File: src/vrmm_pkg.sv
`default_nettype none

package vrmm_pkg;

    localparam int IDX_WIDTH = 10;
    localparam int LEN_WIDTH = 11;
    localparam logic [LEN_WIDTH-1:0] LEN_RESET = 11'd1024;

    localparam logic OP_ADD   = 1'b0;
    localparam logic OP_MERGE = 1'b1;

    typedef struct packed {
        logic clr_step;
        logic load;
        logic diff;
        logic mul_lo;
        logic mul_hi;
        logic div_step;
        logic writeback;
    } vrmm_cmd_t;

    typedef struct packed {
        logic clr_last;
        logic div_last;
        logic out_full;
    } vrmm_status_t;

endpackage

`default_nettype wire

File: src/vrmm_ctrl.sv
`default_nettype none

module vrmm_ctrl (
    input  wire logic                   clk,
    input  wire logic                   rst_n,
    input  wire logic                   in_valid,
    output logic                        in_ready,
    input  wire vrmm_pkg::vrmm_status_t status,
    output vrmm_pkg::vrmm_cmd_t         cmd
);
    import vrmm_pkg::*;

    typedef enum logic [2:0] {
        S_CLEAR,
        S_IDLE,
        S_DIFF,
        S_MUL_LO,
        S_MUL_HI,
        S_DIV,
        S_WB
    } state_t;

    state_t state_reg;
    state_t state_next;
    logic   in_ready_reg;
    logic   in_ready_next;

    assign in_ready = in_ready_reg;

    always_comb
    begin
        cmd           = '0;
        state_next    = state_reg;
        in_ready_next = in_ready_reg;
        case (state_reg)
            S_CLEAR:
            begin
                cmd.clr_step = 1'b1;
                if (status.clr_last)
                begin
                    state_next    = S_IDLE;
                    in_ready_next = 1'b1;
                end
            end
            S_IDLE:
            begin
                cmd.load = in_valid && in_ready_reg;
                if (in_valid && in_ready_reg)
                begin
                    state_next    = S_DIFF;
                    in_ready_next = 1'b0;
                end
            end
            S_DIFF:
            begin
                cmd.diff   = 1'b1;
                state_next = S_MUL_LO;
            end
            S_MUL_LO:
            begin
                cmd.mul_lo = 1'b1;
                state_next = S_MUL_HI;
            end
            S_MUL_HI:
            begin
                cmd.mul_hi = 1'b1;
                state_next = S_DIV;
            end
            S_DIV:
            begin
                cmd.div_step = 1'b1;
                if (status.div_last)
                begin
                    state_next = S_WB;
                end
            end
            S_WB:
            begin
                if (!status.out_full)
                begin
                    cmd.writeback = 1'b1;
                    state_next    = S_IDLE;
                    in_ready_next = 1'b1;
                end
            end
            default:
            begin
                state_next    = S_CLEAR;
                in_ready_next = 1'b0;
            end
        endcase
    end

    always_ff @(posedge clk or negedge rst_n)
    begin
        if (!rst_n)
        begin
            state_reg    <= S_CLEAR;
            in_ready_reg <= 1'b0;
        end
        else
        begin
            state_reg    <= state_next;
            in_ready_reg <= in_ready_next;
        end
    end

endmodule

`default_nettype wire

File: config.mk
export PLATFORM = sky130hd
export DESIGN_NAME = vrmm_ctrl
export DESIGN_NICKNAME = d
export VERILOG_FILES = /design/src/vrmm_pkg.sv /design/src/vrmm_ctrl.sv
export SDC_FILE = /design/constraint.sdc
export NUM_CORES = 1
export LEC_CHECK = 0
export CELL_PAD_IN_SITES_DETAIL_PLACEMENT = 2
export CELL_PAD_IN_SITES_GLOBAL_PLACEMENT = 2
export CORE_AREA = 2 2 39 41
export DETAILED_ROUTE_END_ITERATION = 10
export DIE_AREA = 0 0 41 43
export DONT_BUFFER_PORTS = 1
export PLACE_DENSITY_LB_ADDON = 0.1
export SYNTH_ARGS = -nofsm -noshare
export SYNTH_HDL_FRONTEND = slang
export SYNTH_SLANG_ARGS = --single-unit
File: constraint.sdc
create_clock -name clk -period 1.37 [get_ports clk]
set_input_delay 0.274 -clock clk [delete_from_list [all_inputs] [get_ports clk]]
set_output_delay 0.274 -clock clk [all_outputs]
set_load 0.005 [all_outputs]
### After elaboration in Yosys (flattened, before gate mapping)

Cells that the tools add are included.

| operators by class | value |
|---|---|
| bitwise logic cells | 1 |
| reduce and logical (&&, ||, !) cells | 5 |
| equal/unequal tests | 10 |
| muxes and demuxes | 17 |

Operators by type and width:

| kind | number |
|---|---|
| 3-bit one-hot mux with 7 select lines | 1 |
| 3-bit 2-to-1 mux | 4 |
| 1-bit 2-to-1 mux | 11 |
| 3-bit == test, second input constant | 3 |
| 2-bit inequality test, second input constant | 4 |
| 4-bit AND reduction | 2 |
| 3-bit by 2-bit == test with 1-bit output, second input constant | 2 |
| 1-bit one-hot mux with 4 select lines | 1 |
| 4-bit OR reduction | 1 |
| 3-bit by 1-bit == test with 1-bit output, second input constant | 1 |
| 3-bit logical NOT | 1 |
| 1-bit logical AND | 1 |
| 1-bit NOT | 1 |

| word-level totals | value |
|---|---|
| word-level logic and storage cells | 35 |
| input port bits | 6 |
| output and inout port bits | 8 |
| flip-flop bits (word level) | 4 |

### Depth between registers and ports, before layout

| depth | value |
|---|---|
| word-level depth | 4 |
| gate-level depth with buffers | 4 |
| gate-level depth less buffers | 3 |

### Worst setup path before layout

OpenSTA, ideal clock, no wires.

| timing path | value |
|---|---|
| path type | register to output |
| start | register state_reg[1] |
| end | output port cmd[5] (netlist name) |
| required time | 1.096 ns |
| data arrival time | 0.930 ns |
| buffers on the path | 1 |
| cell stages (with the launch flop) | 4 |
| slack | 0.166 ns |
| path through | dfrtp_1 -> clkbuf_1 -> nand2b_1 -> nor3_1 |

RTL lines:

| item | line | source |
|---|---|---|
| from (decl) | vrmm_ctrl.sv:23 | `state_t state_reg;` |
| from (signal assigned) | vrmm_ctrl.sv:103 | `state_reg <= state_next;` |
| to (decl) | vrmm_ctrl.sv:9 | `output vrmm_pkg::vrmm_cmd_t cmd` |

==> key figures <==
Power and ir drop
  – Maximum vdd drop: 0.2653 mV
  – Pwr dens: 635.8 nW/um2
  – Static Leakage: between 0.15 and 0.2 nW

Routing
  – Met1 WL: between 300 and 400 um
  – Vias: 298
  – DRC: 0
  – ANT nets after route: 0
  – DR WL met2: 472 um
  – Starting DRT DRC Count: 1
  – Uppermost layer routed: met4
  – Drt via density: 5.051
  – Pre-antenna DRT Iters: 2
  – Per-cell routed wire length: 15.98 um
  – Met3 Wirelength: approximately 66 um
  – WL final: 943 um

Logic synthesis
  – Syn Area/Cell: between 8 and 9 um2
  – Main synth FF type: dfrtp_1
  – Yosys cell types: 21
  – Seq cells post-synth: 4
  – Synth area leaders: dfrtp_1 35%, nor3_1 5.2%, o21ai_0 5.2%
  – Area share of the largest cell type after synthesis: 0.3478
  – Commonest cells post-synth: 4 x dfrtp_1, 3 x nor3_1, 3 x o21ai_0
  – Area leader, netlist: dfrtp_1
  – Cells after Synth: 33
  – Synth Net Count: 39
  – Cell area after synthesis: 287.8 um2
  – Top-count cell post-synth: dfrtp_1
  – Post-synth EDFFs: 0
  – Seq/Total Area, Yosys: 0.3478
  – Ys async rst share: 1.000
  – Synthesis Warnings: 0

Clock tree
  – Clock slew at reported path FFs: 0.04 ns
  – Sink Count: 4
  – Root buffer cell: clkbuf_4
  – Skew-Pair Late Insertion Delay: 0.24 ns
  – Total CTS buffers: 3
  – CTS HTree Levels: 1
  – Clk buf depth: 2
  – CTS tree: built

Finish
  – Final core utilization: 0.3165
  – Filler Cells Inserted: approximately 160
  – Non-Filler Instances: 59
  – Max reg flops: 3
  – Fraction of layout cells with a size suffix above 1: 0.5116
  – Area delta synth->final: 52.17%
  – Diode count: 0
  – NumNets Final: slightly above 50

Die
  – IO Count: 14
  – Initial core utilization: 0.2080
  – Die ar.: 1763 um2
  – DIE HEIGHT: roughly 43 um
  – Core area: ~1400 um2
  – Die X: 41 um
  – FP Rows: 14

STA
  – Worst rel slew slack: 0.8149
  – Final min period: 1.342 ns
  – Hold_ws: 0.3211 ns
  – Final Max Tran Viols: 0
  – Setup_tns: 0 ns
  – Final setup vio count: 0
  – Worst slew pin tran: between 0.2 and 0.3 ns
  – Final Hold Viols: 0
  – Max Clock Skew: 0.0001793 ns
  – RSZ-0062 raised after global routing: yes
  – Crit share post-route: 0.9797
  – Fmax: approximately 0.75 GHz

Min path
  – Hold Crit Class: in -> async

GRT
  – Vias in the first global route: 330
  – Largest net degree at the start of global routing: 11
  – GR Overflow Total: 0
  – Wire length of the first global-routing pass: ~1.5 mm
  – Initial antenna violation count: 0
  – GR Util All Layers: 0.1406

Placement
  – Hpwl dp: approximately 660 um
  – PortBufs: 0
  – Global placement routability congestion: 0.6307
  – Placed cell count: 50

Setup path
  – CP Launch Type: flip-flop
  – Kind of critical path: reg -> out
  – Worst-path fanout max: 6
  – Critical path data required time: 1.10 ns
  – Crit. End Element: output port
  – Crit path DAT: 1.07 ns

Status
  – Status: completed

Run
  – Max-cap viol count: 0
-- final timing paths --
| path | from | to | slack (ns) | depth (start not counted) |
|---|---|---|---|---|
| setup / recovery | state_reg[1] | cmd[0] | 0.03 | 2 |
| hold / removal | rst_n | state_reg[1] | 0.32 | 1 |
| setup reg to reg | state_reg[0] | in_ready | 0.07 | 3 |
| hold reg to reg | state_reg[1] | state_reg[1] | 0.58 | 1 |
| max in group asynchronous | rst_n | state_reg[2] | 0.85 | 1 |
| min in group clk | status[0] | in_ready | 0.34 | 2 |
-- stage by stage --
stage	setup WS (ns)	power (mW)	cell area, um2
2_1_floorplan	0.1661	0.1236	287.8
3_3_place_gp	0.1192	0.1240	325.3
3_5_place_dp	0.1190	0.1241	325.3
4_1_cts	0.004300	0.2871	414.1
5_1_grt	-0.03677	0.2978	437.9
6_report	0.02783	0.2784	437.9
-- area by class of cell --
class | instances | area (um2) | share of cell area
tap | 16 | 20.02 | 0.04571
multi-input combinational | 24 | 198.9 | 0.4543
sequential | 4 | 103.9 | 0.2371
clock buffer | 3 | 22.52 | 0.05143
timing repair buffer | 10 | 85.08 | 0.1943
inverter | 2 | 7.507 | 0.01714
-- kinds of logic (layout without fill, tap and decap cells) --
family          after synthesis  in the layout  share of synthesized area
buf+inv                       5             15                    0.06957
compound gates                9              9                     0.2304
mux                           1              1                    0.03913
flops                         4              4                     0.3478
simple gates                 14             14                     0.3131
-- repair_timing --
| action | in CTS | in global routing |
|---|---|---|
| pin swaps | 0 | 1 |
| endpoints found under the setup margin | 7 | 8 |
| setup buffers | 3 | 2 |
| resized for setup | 8 | 3 |
| hold buffers | 1 | 0 |
| endpoints found under the hold margin | 4 | 0 |
-- power breakdown --
group	switching, mW	total (mW)	internal [mW]
Combinational	0.00469	0.00832	0.00363
Clock	0.0531	0.151	0.0983
Sequential	0	0.119	0.119
-- layer usage --
layer | up-vias | track usage
met2 | 12 | 0.1875
met4 | 0 | 0.1400
met5 | - | 0
met3 | 4 | 0.05236
met1 | 141 | 0.1576
li1 | 141 | -
-- worst max-delay path, stage by stage (launching register included) --
cell	delay (ns)
dfrtp_2	0.41
buf_6	0.13
nor4bb_4	0.29
-- placed cells by master, fill, tap and decap left out --
cell           instances
buf_4                  7
o21ai_0                3
clkbuf_4               3
dfrtp_2                3
nand2_1                2
nor3_2                 2
inv_1                  2
a21oi_1                2
buf_6                  2
nor3b_1                1
nor2b_1                1
and2_1                 1
nor3b_2                1
and3b_2                1
nor4bb_4               1
nand2b_1               1
nor3_1                 1
a311o_1                1
a21o_1                 1
mux2_2                 1
nand3b_1               1
or2b_1                 1
a221oi_2               1
a22o_1                 1
dlygate4sd3_1          1
dfrtp_1                1
(Power assumes the default switching activity.)
